File: src/rtl/firer_pkg.sv
// Shared constants and types for the edge-replicating FIR filter.
`default_nettype none
package firer_pkg;

    // Coefficient format: signed Q2.14
    localparam int COEF_BITS  = 16;
    localparam int FRAC_BITS  = 14;
    localparam int ROUND_BIAS = 1 << (FRAC_BITS - 1);

    // Configuration port
    localparam int APB_DATA_BITS = 32;
    localparam int HW_BITS       = 2;

    // Register indexes (byte address is four times the index)
    localparam int REG_HALF_WIDTH = 0;
    localparam int REG_COEF_BASE  = 1;

    // Reset values of the configuration
    localparam logic [HW_BITS-1:0]          HW_RESET          = 2'd1;
    localparam logic signed [COEF_BITS-1:0] COEF_RESET_SIDE   = 16'sd4096;
    localparam logic signed [COEF_BITS-1:0] COEF_RESET_CENTRE = 16'sd8192;

    // Depth of the queue between front and back
    localparam int QUEUE_DEPTH = 4;

    // Queue status seen by the front and the back
    typedef struct packed {
        logic full;
        logic empty;
    } q_status_t;

endpackage
`default_nettype wire

File: src/rtl/firer_queue.sv
// Short FIFO carrying aligned tap sets from the front to the back.
`default_nettype none
module firer_queue #(
    parameter int WIDTH = 113
) (
    input  wire logic             clk,
    input  wire logic             rst_n,
    input  wire logic             push,
    input  wire logic [WIDTH-1:0] wr_data,
    input  wire logic             pop,
    output logic      [WIDTH-1:0] rd_data,
    output firer_pkg::q_status_t  status
);

    localparam int PW = $clog2(firer_pkg::QUEUE_DEPTH);

    logic [WIDTH-1:0] mem_reg [firer_pkg::QUEUE_DEPTH];
    logic [PW-1:0]    wr_ptr_reg;
    logic [PW-1:0]    rd_ptr_reg;
    logic [PW:0]      count_reg;

    // Status flags
    always_comb
    begin
        status.full  = (int'(count_reg) == firer_pkg::QUEUE_DEPTH);
        status.empty = (count_reg == '0);
        rd_data      = mem_reg[rd_ptr_reg];
    end

    // Pointers and fill level
    always_ff @(posedge clk or negedge rst_n)
    begin
        if (!rst_n)
        begin
            wr_ptr_reg <= '0;
            rd_ptr_reg <= '0;
            count_reg  <= '0;
        end
        else
        begin
            if (push)
                wr_ptr_reg <= PW'(wr_ptr_reg + PW'(1));
            if (pop)
                rd_ptr_reg <= PW'(rd_ptr_reg + PW'(1));
            if (push && !pop)
                count_reg <= (PW+1)'(count_reg + (PW+1)'(1));
            else if (pop && !push)
                count_reg <= (PW+1)'(count_reg - (PW+1)'(1));
        end
    end

    // Entry storage
    always_ff @(posedge clk)
    begin
        if (push)
            mem_reg[wr_ptr_reg] <= wr_data;
    end

endmodule
`default_nettype wire

File: config.mk
export PLATFORM = sky130hd
export DESIGN_NAME = firer_queue
export DESIGN_NICKNAME = d
export VERILOG_FILES = /design/src/rtl/firer_pkg.sv /design/src/rtl/firer_queue.sv
export SDC_FILE = /design/constraint.sdc
export NUM_CORES = 1
export LEC_CHECK = 0
export ABC_CLOCK_PERIOD_IN_PS = 10800
export BUFFER_PORTS_ARGS = -buffer_cell sky130_fd_sc_hd__buf_4
export CELL_PAD_IN_SITES_DETAIL_PLACEMENT = 0
export CELL_PAD_IN_SITES_GLOBAL_PLACEMENT = 1
export CORE_MARGIN = 2
export CORE_UTILIZATION = 54
export DETAILED_ROUTE_END_ITERATION = 10
export GPL_TIMING_DRIVEN = 1
export PLACE_DENSITY = 0.87
export SETUP_SLACK_MARGIN = 0.5
export SLEW_MARGIN = 25
export SYNTH_ARGS = -nofsm -noshare
export SYNTH_HDL_FRONTEND = slang
export SYNTH_SLANG_ARGS = --single-unit
export TNS_END_PERCENT = 5
File: constraint.sdc
create_clock -name clk -period 10.8 [get_ports clk]
set_input_delay 3.24 -clock clk [delete_from_list [all_inputs] [get_ports clk]]
set_output_delay 3.24 -clock clk [all_outputs]
set_load 0.1 [all_outputs]
==> flow_summary.rst <==
.. list-table::
   :header-rows: 1

   * - Metric
     - Value
   * - Aggregate negative setup slack
     - 0 ns
   * - Synthesized area divided by synthesized cell count
     - 26.7 sq um
   * - Design area
     - 20,300 sq um
   * - Type of the tightest min-delay check
     - flop to flop
   * - First-pass GRT wire length
     - 46.1 mm
   * - Count of maximum capacitance violations
     - 0
   * - Fill cell count
     - just under 2k
   * - Area of the die
     - between 30,000 and 40,000 sq um
   * - Number of setup violations in the final report
     - 0
   * - Nets in the synthesized netlist
     - 748
   * - Number of distinct standard cells referenced by the synthesized netlist
     - 19
   * - Post-DR vias/cell
     - around 5.6
   * - GR Util All Layers
     - a little under a fifth
   * - Required arrival time at the worst endpoint
     - about 7.6 ns
   * - Clock input transition at the sequential cells of the worst setup and hold paths
     - about 0.060 ns
   * - Clock Skew
     - around 0.017 ns
   * - Highest achievable clock rate
     - between 0.15 and 0.2 GHz
   * - WS Path Type
     - flop to output pin
   * - Floorplan die height
     - 180 um
   * - Aggregate routed wire length
     - ~30 mm
   * - Cell count after synthesis
     - approximately 630
   * - Clk_lat worst skew
     - between 0.5 and 0.6 ns
   * - Placed cell area
     - approximately 19,000 sq um
   * - Pin count of the biggest net entering global routing
     - 71
   * - Maximum count of clock buffers along a single path
     - 3
   * - Starting Density
     - 54.7%
   * - Met2 Use GR
     - between 30% and 40%
   * - Site row count
     - 64
   * - Path depth of the worst reg2reg path
     - 5
   * - Fin nets
     - between 1k and 1.5k
   * - Outcome
     - finished clean
   * - CP startpoint
     - rd_ptr_reg[0]
   * - Post-CTS Setup Inserts
     - 0
   * - Worst reg2reg startpoint
     - wr_ptr_reg[1]
   * - Fraction of the yosys area taken by sequential cells
     - about 80%
   * - Utilization after layout
     - between 60% and 70%
   * - Setup repair after global routing missed its margin
     - false
   * - Share of layout cells above drive strength 1
     - about 46%
   * - CP Capture Type
     - output pin
   * - Number of CTS-inserted buffers
     - 45
   * - Seq cells post-synth
     - between 400 and 500
   * - Post-route antenna net violation count
     - 0
   * - Largest driver fanout on the critical path
     - 45
   * - Final Wtd Congestion
     - around 0.7
   * - Total grt overflow
     - 0
   * - Clk root buf
     - sky130_fd_sc_hd__clkbuf_16
   * - Commonest non-fill, non-tap cell in the layout
     - sky130_fd_sc_hd__edfxtp_1
   * - Final Critical Period
     - 6.42 ns
   * - Number of antenna violations at the first check in global routing
     - 1
   * - Number of vias in the routed layout
     - 7,375
   * - Detail-routed net length per standard cell
     - between 20 and 25 um
   * - Number of DRC violations after detailed routing
     - 0
   * - Final hold viol count
     - 0
   * - Router iterations before antenna repair
     - 4
   * - Core ar.
     - between 30,000 and 40,000 sq um
   * - Via count of the first global-routing pass
     - a little under 8k
   * - Most crowded layer after global routing
     - met2
   * - CTS HTree Levels
     - 2
   * - Max FFs per register
     - ~450
   * - DP Wirelength
     - approximately 17 mm
   * - Clock tree from TritonCTS
     - done
   * - Port-buffer cells
     - 231
   * - Pins over their slew limit
     - 0
   * - Number of synthesis warnings
     - 0
   * - # clock sinks
     - between 400 and 500
   * - Capture instance of the worst register-to-register path
     - mem_reg[1][54]
   * - Global-route met3 utilization
     - under 10%
   * - Top library cells by usage in the layout, fill and taps aside
     - sky130_fd_sc_hd__edfxtp_1, sky130_fd_sc_hd__buf_4, sky130_fd_sc_hd__mux4_2
   * - Relative slew slack
     - between 30 and 40%
   * - Total of cells resized after clock tree synthesis
     - 0
   * - Flop-to-flop setup slack
     - 8.30 ns
   * - Setup crit start kind
     - flop
   * - 1st-iter DRT viols
     - between 400 and 500
   * - Transition at the pin with the smallest max-transition slack
     - ~1.0 ns
   * - Floorplan die width
     - between 150 and 200 um
   * - Area of the mapped netlist
     - between 15,000 and 20,000 sq um
   * - Area Growth Syn to Fin
     - 21.6%
   * - Destination of the critical timing path
     - rd_data[21]
   * - Met1 Usage GRT
     - 24.3%
   * - Number of hold buffers added after CTS
     - 0
   * - Final Cycle Share
     - between 50% and 60%
   * - CP Data Arrival Time
     - between 3 and 4 ns
   * - Num ports
     - roughly 230
-- cells in the mapped netlist (all sizes together) --
cell type / count / share of area, %
and2: 4 / 0.15
buf: 22 / 0.94
clkbuf: 4 / 0.090
dfrtp: 7 / 1.1
edfxtp: 452 / 81
fa: 1 / 0.12
ha: 5 / 0.38
inv: 4 / 0.090
mux2: 1 / 0.068
mux4: 113 / 15
nand2: 2 / 0.045
nor2: 1 / 0.022
nor3: 1 / 0.030
nor3b: 1 / 0.045
o21ai: 1 / 0.030
xnor2: 2 / 0.11
xor2: 4 / 0.21
-- kinds of logic (layout without fill, tap and decap cells) --
| group | count (synthesis) | after routing | synth area share, % |
|---|---|---|---|
| AO/OA/AOI/OAI | 1 | 1 | 0.0300 |
| XOR/XNOR | 6 | 6 | 0.315 |
| adder cells (fa/ha/maj) | 6 | 6 | 0.495 |
| buffers and inverters | 30 | 328 | 1.12 |
| flip-flops | 459 | 459 | 82.4 |
| multiplexers | 114 | 114 | 15.3 |
| other | 0 | 1 | 0 |
| AND/OR/NAND/NOR | 9 | 9 | 0.293 |
-- stage by stage --
stage                     hold WS, ns  worst slack, ns  instances
after detailed placement        0.481             4.64       1233
final                           0.500             4.38       1320
after CTS                       0.492             4.07       1317
after global placement          0.473             4.65       1233
after global routing            0.527             4.15       1319
after floorplan                 0.456             4.48        625
-- worst min-delay path by stage --
stage | cells past startpoint | to | slack [ns] | start
global placement | 1 | count_reg[2] | 0.47 | count_reg[2]
global route | 1 | count_reg[2] | 0.53 | count_reg[2]
CTS | 1 | count_reg[2] | 0.49 | count_reg[2]
finish | 1 | count_reg[2] | 0.50 | count_reg[2]
floorplan | 1 | count_reg[2] | 0.46 | count_reg[2]
detailed placement | 1 | count_reg[2] | 0.48 | count_reg[2]
-- critical path, cell delays in order, from the launching register on --
cell and delay, ns:
sky130_fd_sc_hd__dfrtp_4 0.99, sky130_fd_sc_hd__buf_4 0.45, sky130_fd_sc_hd__buf_16 0.29, sky130_fd_sc_hd__mux4_2 0.55, sky130_fd_sc_hd__buf_4 0.25
-- layer usage --
layer  up-vias  part of all wire (%)
met5         -                     0
met4         0                   1.8
met3        44                   8.2
met2       242                    50
met1      3867                    40
li1       3222                     -
-- area by class of cell --
type	instances	area [sq um]	area share [%]
Multi-Input combinational cell	136	2760	13.6
Sequential cell	459	13800	67.8
Inverter	4	15.0	0.0740
Clock buffer	52	1190	5.89
Antenna cell	1	2.50	0.0123
Clock inverter	32	214	1.06
Timing Repair Buffer	240	1850	9.10
Tap cell	396	495	2.44
Power is left out: the tool's default activity adds up to more than one toggle a clock period on the data nets, which glitch-free logic cannot reach.
