===== src/rtl/firer_pkg.sv =====
// Shared constants and types for the edge-replicating FIR filter.
`default_nettype none
package firer_pkg;

    // Coefficient format: signed Q2.14
    localparam int COEF_BITS  = 16;
    localparam int FRAC_BITS  = 14;
    localparam int ROUND_BIAS = 1 << (FRAC_BITS - 1);

    // Configuration port
    localparam int APB_DATA_BITS = 32;
    localparam int HW_BITS       = 2;

    // Register indexes (byte address is four times the index)
    localparam int REG_HALF_WIDTH = 0;
    localparam int REG_COEF_BASE  = 1;

    // Reset values of the configuration
    localparam logic [HW_BITS-1:0]          HW_RESET          = 2'd1;
    localparam logic signed [COEF_BITS-1:0] COEF_RESET_SIDE   = 16'sd4096;
    localparam logic signed [COEF_BITS-1:0] COEF_RESET_CENTRE = 16'sd8192;

    // Depth of the queue between front and back
    localparam int QUEUE_DEPTH = 4;

    // Queue status seen by the front and the back
    typedef struct packed {
        logic full;
        logic empty;
    } q_status_t;

endpackage
`default_nettype wire


===== src/rtl/firer_cfg.sv =====
// Configuration register file: half width and tap weights behind an APB-style port.
`default_nettype none
module firer_cfg #(
    parameter int MAX_HALF  = 3,
    parameter int ADDR_BITS = 5
) (
    input  wire logic                                     clk,
    input  wire logic                                     rst_n,
    input  wire logic                                     psel,
    input  wire logic                                     penable,
    input  wire logic                                     pwrite,
    input  wire logic [ADDR_BITS-1:0]                     paddr,
    input  wire logic [firer_pkg::APB_DATA_BITS-1:0]      pwdata,
    output logic      [firer_pkg::APB_DATA_BITS-1:0]      prdata,
    output logic                                          pready,
    output logic      [firer_pkg::HW_BITS-1:0]            half_width,
    output logic [2*MAX_HALF:0][firer_pkg::COEF_BITS-1:0] coefs
);

    localparam int TAPS = 2 * MAX_HALF + 1;
    localparam int IW   = $clog2(TAPS);
    localparam int XW   = ADDR_BITS - 2;

    logic [firer_pkg::HW_BITS-1:0]                half_width_reg;
    logic [TAPS-1:0][firer_pkg::COEF_BITS-1:0]    coef_reg;
    logic [XW-1:0]                                idx;
    logic                                         is_hw;
    logic                                         is_coef;
    logic [IW-1:0]                                coef_idx;
    logic                                         wr_en;

    // Address decode
    always_comb
    begin
        idx      = paddr[ADDR_BITS-1:2];
        is_hw    = (int'(idx) == firer_pkg::REG_HALF_WIDTH);
        is_coef  = (int'(idx) >= firer_pkg::REG_COEF_BASE)
                   && (int'(idx) < firer_pkg::REG_COEF_BASE + TAPS);
        coef_idx = IW'(int'(idx) - firer_pkg::REG_COEF_BASE);
        wr_en    = psel && penable && pwrite;
        pready   = 1'b1;
    end

    // Register writes
    always_ff @(posedge clk or negedge rst_n)
    begin
        if (!rst_n)
        begin
            half_width_reg <= firer_pkg::HW_RESET;
            for (int j = 0; j < TAPS; j++)
            begin
                if (j == MAX_HALF)
                    coef_reg[j] <= firer_pkg::COEF_RESET_CENTRE;
                else if (j == MAX_HALF - 1 || j == MAX_HALF + 1)
                    coef_reg[j] <= firer_pkg::COEF_RESET_SIDE;
                else
                    coef_reg[j] <= '0;
            end
        end
        else if (wr_en)
        begin
            if (is_hw)
                half_width_reg <= pwdata[firer_pkg::HW_BITS-1:0];
            else if (is_coef)
                coef_reg[coef_idx] <= pwdata[firer_pkg::COEF_BITS-1:0];
        end
    end

    // Read back, weights sign-extended
    always_comb
    begin
        prdata = '0;
        if (is_hw)
            prdata = firer_pkg::APB_DATA_BITS'(half_width_reg);
        else if (is_coef)
            prdata = {{(firer_pkg::APB_DATA_BITS - firer_pkg::COEF_BITS)
                        {coef_reg[coef_idx][firer_pkg::COEF_BITS-1]}},
                      coef_reg[coef_idx]};
    end

    assign half_width = half_width_reg;
    assign coefs      = coef_reg;

endmodule
`default_nettype wire


===== config.mk =====
export PLATFORM = sky130hd
export DESIGN_NAME = firer_cfg
export DESIGN_NICKNAME = d
export VERILOG_FILES = /design/src/rtl/firer_pkg.sv /design/src/rtl/firer_cfg.sv
export SDC_FILE = /design/constraint.sdc
export NUM_CORES = 1
export LEC_CHECK = 0
export BUFFER_PORTS_ARGS = -buffer_cell sky130_fd_sc_hd__buf_2
export CAP_MARGIN = 40
export CORE_AREA = 2 2 124 90
export DETAILED_ROUTE_END_ITERATION = 10
export DIE_AREA = 0 0 126 92
export HOLD_SLACK_MARGIN = 0.05
export PLACE_DENSITY = 0.85
export SYNTH_ARGS = -nofsm -noshare
export SYNTH_HDL_FRONTEND = slang
export SYNTH_SLANG_ARGS = --single-unit

===== constraint.sdc =====
create_clock -name clk -period 7.2 [get_ports clk]
set_clock_uncertainty 0.15 [all_clocks]
set_input_delay 1.44 -clock clk [delete_from_list [all_inputs] [get_ports clk]]
set_output_delay 1.44 -clock clk [all_outputs]
set_load 0.1 [all_outputs]

==> reports/metrics.cfg, run 1 <==
[global_routing]
grt_usage_pct=27.26
grt_antenna_before_repair=0
grt_max_degree=69
overflow=0
grt_pass1_vias=4499
grt_pass1_wl_mm=24.22

[floorplanning]
io_pins=189
die_w_um=126
die_area_um2=11590
initial_core_util_pct=52.71
fp.coreArea_um2=10570
core.rowCount=32
die_h_um=92

[timing]
holdWs_ps=373.5
worstMarginPinSlew_ps=875.5
min_period_ps=6118
slew_viol_final=0
hold_viol_final=0
slew_headroom_pct=41.63
setup_viol=0
grt_setup_unrepaired=no
setup_tns_ps=0
finalCritPeriodShare_pct=84.97
fmax_mhz=163.5

[setup_path]
r2r_setup_slack_ps=6210
cp-endpoint=prdata[19]
startpoint=paddr[2]
worstPathCellList=buf_2 -> inv_1 -> ha_1 -> xor2_4 -> nand2_1 -> a31oi_1 -> o2111a_1 -> buf_2
cp_num_buf_inv=3
critPathSlowestCell=buf_2
critical_path_depth=8
path_delay_family=buffers and inverters
crit_fanout=41
r2r-end=coefs[55]$_DFFE_PN0P_
cpPeakStageDelay_ps=620
required_ps=5610
endpoint_kind=output pin
setup.worst_path.class=primary input to output pin
start_kind=primary input
crit_arrival_ps=4530
r2r-start=coefs[55]$_DFFE_PN0P_
cp_common_cell=buf_2
worstRegToRegCells=1

[cts]
clkLatencyLatePin_ps=400
post-cts-setup-buffers=0
cts.sink_count=114
cts-htree-levels=4
clockBufferDepth=2
post_cts_resized=0
ctsHoldBuffers=0
cts-root-buf=clkbuf_16
clk_pin_slew_worst_paths_ps=50
cts_buffers=17
cts_tree=yes

[power_and_ir_drop]
p_per_area_nw_per_um2=515.5
peakVddDrop_uv=287.2
power.leakage_nw=3.574

[place]
routabilityCongestion=0.8376
place_area_um2=6454
placed_cells=742
place_hpwl_mm=10.46
io_buffers=169

[detailed_routing]
first_pass_iters=5
drtAntennaViolNets=0
route.detailed.drc=0
drt_iter0_markers=311
viasPerCell=5.787
finalWirelength_mm=15.68
wire_per_inst_um=20.26
via_count=4479

[yosys]
synth_seq_cells=114
async_flop_share_pct=100.0
synth_edf_count=0
synth_area_per_cell_um2=11.73
synth_area_um2=5572
synth_cells=475
yosysSeqAreaShare_pct=51.29
synth_ff_type=dfrtp_1
yosysUniqueCellTypes=35
syn_nets=520
ys_warn_count=0

[cells_and_area]
syn_to_final_growth_pct=26.84
drive_gt1_share_pct=52.66
fillerInstances=780
fin_cells=774
largest_reg_flops=112
antenna_cells=0
finalInstanceArea_um2=7067
nNetsFinal=670

[hold_path]
hold_path_class=flip-flop to flip-flop

[run_status]
status=finished clean

[job]
maxCapViolCount=0

==> where the power goes <==
group,switching [W],internal (W)
Sequential,0.000123,0.000796
Clock,0.000276,0.000589
Combinational,0.00158,0.000284
Total,0.00197,0.00167
==> through the flow <==
stage	utilization, %	power (W)	worst slack (ps)
2_1_floorplan	-	0.002500	1015
3_3_place_gp	60.77	0.002751	1113
3_5_place_dp	61.06	0.002783	1082
4_1_cts	66.86	0.003653	1069
5_1_grt	66.86	0.003750	871.4
6_report	66.86	0.003643	1082
==> cell families after synthesis <==
logic type | Yosys count | share of synthesized area, %
simple gates | 139 | 12.17
mux | 116 | 23.65
flops | 114 | 51.29
compound gates | 50 | 6.647
buf+inv | 50 | 4.918
fa+ha+maj | 3 | 0.6738
xor+xnor | 2 | 0.5840
other cells | 1 | 0.06731
==> how the worst min path moves through the flow <==
stage	from	endpoint	slack, ps	cells past startpoint
after floorplan	coefs[44]$_DFFE_PN1P_	coefs[44]$_DFFE_PN1P_	710	1
after global placement	coefs[80]$_DFFE_PN0P_	coefs[80]$_DFFE_PN0P_	360	1
after detailed placement	coefs[65]$_DFFE_PN0P_	coefs[65]$_DFFE_PN0P_	360	1
after CTS	coefs[65]$_DFFE_PN0P_	coefs[65]$_DFFE_PN0P_	370	1
after global routing	coefs[49]$_DFFE_PN0P_	coefs[49]$_DFFE_PN0P_	390	1
final	coefs[81]$_DFFE_PN0P_	coefs[81]$_DFFE_PN0P_	370	1
==> cell usage in the layout, fill, tap and decap left out, drive strengths merged, types with 2 or more instances in the layout <==
cell    count
clkinv      2
clkbuf     27
and2        2
nor2        3
and3        2
dfrtp     110
nor3b       2
buf       179
nand3      30
nor4        2
dfstp       4
a31oi      16
a21oi      15
nand4       6
o2111a     14
nand2      85
mux2      115
bufinv      3
nor2b       3
inv         2
nor3        2
ha          3
==> routing by layer <==
metal	up-vias	track usage, %	share of wire, %
met3	35	7.293	6.6
met1	2273	36.27	44
met5	-	0	0
li1	1981	-	-
met2	190	41.89	47
met4	0	12.82	2.2
==> final cells by class <==
type	count	area [um^2]	area share, %
Sequential cell	114	2858	40.44
Multi-Input combinational cell	311	2467	34.92
Timing Repair Buffer	179	950.9	13.46
Clock buffer	27	513.0	7.259
Tap cell	136	170.2	2.408
Clock inverter	5	100.1	1.416
Inverter	2	7.507	0.1062
==> synth_stat cells (2+ instances only) <==
library cell  count  share of area (%)
nand3_1          29                2.6
dfstp_2           4                1.9
nor2_1            3               0.20
nor2b_1           3               0.34
buf_4            19                2.6
nand4_1           2               0.22
o2111a_1         14                2.8
inv_1             2               0.13
dfrtp_1         110                 49
and3_1            2               0.22
nand4_4           4                1.5
nor3b_1           2               0.27
clkbuf_1         15                1.0
buf_2            12                1.1
nor3_1            2               0.18
ha_1              3               0.67
a21oi_1          15                1.3
mux2_2          115                 23
buf_1             2               0.13
and2_1            2               0.22
nor4_1            2               0.22
a31oi_1          16                1.8
nand2_1          85                5.7
No activity file was read; power rests on OpenSTA's default activity.
==> inputs of run 2 (changes only) <==
--- a/config.mk
+++ b/config.mk
@@ -7,11 +7,11 @@
 export LEC_CHECK = 0
 export BUFFER_PORTS_ARGS = -buffer_cell sky130_fd_sc_hd__buf_2
 export CAP_MARGIN = 40
-export CORE_AREA = 2 2 124 90
+export CORE_AREA = 2 2 128 93
 export DETAILED_ROUTE_END_ITERATION = 10
-export DIE_AREA = 0 0 126 92
+export DIE_AREA = 0 0 130 95
 export HOLD_SLACK_MARGIN = 0.05
-export PLACE_DENSITY = 0.85
+export PLACE_DENSITY = 0.8
 export SYNTH_ARGS = -nofsm -noshare
 export SYNTH_HDL_FRONTEND = slang
 export SYNTH_SLANG_ARGS = --single-unit
==> constraint.sdc (replaced) <==
create_clock -name clk -period 5.71 [get_ports clk]
set_clock_uncertainty 0.15 [all_clocks]
set_input_delay 1.142 -clock clk [delete_from_list [all_inputs] [get_ports clk]]
set_output_delay 1.142 -clock clk [all_outputs]
set_load 0.1 [all_outputs]
==> run 2 against run 1 <==
  * Combinational power grew 26%
  * Critical path type unchanged
  * Cell count grew 3.4%
  * Worst hold slack improved by 4.5 ps
  * Non-clock buffer count grew 5
  * Setup slack got worse by 190 ps
  * Global-route usage is 1.2 points lower
  * Largest cell class unchanged
  * Utilization down 3.9 points
==> reports/metrics.cfg, run 2 (synthesis results as in run 1) <==
[global_routing]
met3_usage_pct=6.629
grt_busiest_layer=met2
overflow=0
use_met1_pct=35.75
grt_usage_pct=26.07
grt_antenna_before_repair=0
gr-usage-met2_pct=40.14
grt_pass1_wl_mm=24.21
grt_max_degree=60
grt_pass1_vias=4500

[setup_path]
worstRegToRegCells=1
required_ps=4420
endpoint_kind=output pin
start_kind=primary input
crit_arrival_ps=3520
crit_fanout=26
setup.worst_path.class=primary input to output pin

[cells_and_area]
seq_area_um2=2858
antenna_cells=0
largest_reg_flops=112
final_cell_mix=167 x buf_2, 115 x mux2_2, 110 x dfrtp_1
fillerInstances=949
nNetsFinal=675
fin_util_pct=62.91
final_common_cell=buf_2
syn_to_final_growth_pct=27.28
drive_gt1_share_pct=53.19
multi_input_area_um2=2467

[hold_path]
min_delay_path_depth=1
hold_path_class=flip-flop to flip-flop

[floorplanning]
die_w_um=130
core.rowCount=33
io_pins=189
die_h_um=95
die_area_um2=12350
fp.coreArea_um2=11270
initial_core_util_pct=49.43

[cts]
post_cts_resized=0
cts.sink_count=114
clkLatencyLatePin_ps=400
cts_tree=yes
cts-root-buf=clkbuf_16
post-cts-setup-buffers=0
clk_pin_slew_worst_paths_ps=50
cts-htree-levels=4
cts_buffers=17
clockBufferDepth=2
ctsHoldBuffers=0

[detailed_routing]
viasPerCell=5.545
via_count=4436
route.detailed.drc=0
first_pass_iters=4
drtAntennaViolNets=0
finalWirelength_mm=15.37
drt_iter0_markers=261
wire_per_inst_um=19.21

[place]
routabilityCongestion=0.8162
io_buffers=169
place_hpwl_mm=10.61

[power_and_ir_drop]
finalPower_w=0.004485
pwr-share-clk_pct=21.9
p_per_area_nw_per_um2=632.4
p_int_w=0.002007
power_switching_w=0.002478
power_frac_comb_pct=52.3
power.leakage_nw=3.583
seqPwrFrac_pct=25.8
peakVddDrop_uv=319.7
p_sw_share_pct=55.25

[timing]
setup_viol=0
min_period_ps=4814
setup_tns_ps=0
slew_viol_final=0
finalCritPeriodShare_pct=84.31
worstMarginPinSlew_ps=704.7
slew_headroom_pct=52.81
hold_viol_final=0
grt_setup_unrepaired=no
fmax_mhz=207.7

[run_status]
status=finished clean

[job]
maxCapViolCount=0

-- run 2: final cells by class --
type                            count  share of cell area [%]
Sequential cell                   114                   40.30
Timing Repair Buffer              184                   14.20
Multi-Input combinational cell    311                   34.79
Tap cell                          157                   2.770
Inverter                            2                  0.1059
Clock buffer                       25                   6.987
Clock inverter                      7                  0.8469
-- run 2: worst max-delay path, stage by stage --
cell and delay [ps]:
buf_2 90, inv_1 80, ha_1 330, xnor2_4 490
buf_4 390, a21oi_1 130, a31oi_1 220, o2111a_1 200
buf_2 430
-- run 2: worst paths after layout --
kind	startpoint	endpoint	slack (ps)
setup / recovery	paddr[2]	prdata[4]	900
hold / removal	coefs[80]$_DFFE_PN0P_	coefs[80]$_DFFE_PN0P_	380
setup reg to reg	coefs[89]$_DFFE_PN0P_	coefs[89]$_DFFE_PN0P_	4750
hold reg to reg	coefs[80]$_DFFE_PN0P_	coefs[80]$_DFFE_PN0P_	380
max in group asynchronous	rst_n	coefs[76]$_DFFE_PN1P_	3810
min in group asynchronous	rst_n	coefs[35]$_DFFE_PN0P_	450
-- run 2: through the flow --
step	worst slack (ps)	cells	hold WS (ps)	instance area (um^2)
floorplan	121.1	475	696.4	5572
global route	739.8	800	393.3	7092
finish	896.1	800	378.0	7092
detailed placement	910.6	768	368.7	6536
global placement	952.1	765	353.4	6482
CTS	891.3	800	379.4	7092
-- run 2: metal layers --
| layer | vias up | part of all wire [%] |
|---|---|---|
| li1 | 1991 | - |
| met1 | 2230 | 44 |
| met2 | 192 | 47 |
| met3 | 23 | 7.8 |
| met4 | 0 | 1.5 |
| met5 | - | 0 |
-- run 2: power groups by stage --
stage               registers [W]  logic (W)  clock network, W
detailed placement        0.00116    0.00235                 0
CTS                       0.00115    0.00236          0.000996
global placement          0.00115    0.00233                 0
floorplan                 0.00252   0.000636                 0
global route              0.00118    0.00242           0.00104
finish                    0.00116    0.00235          0.000983
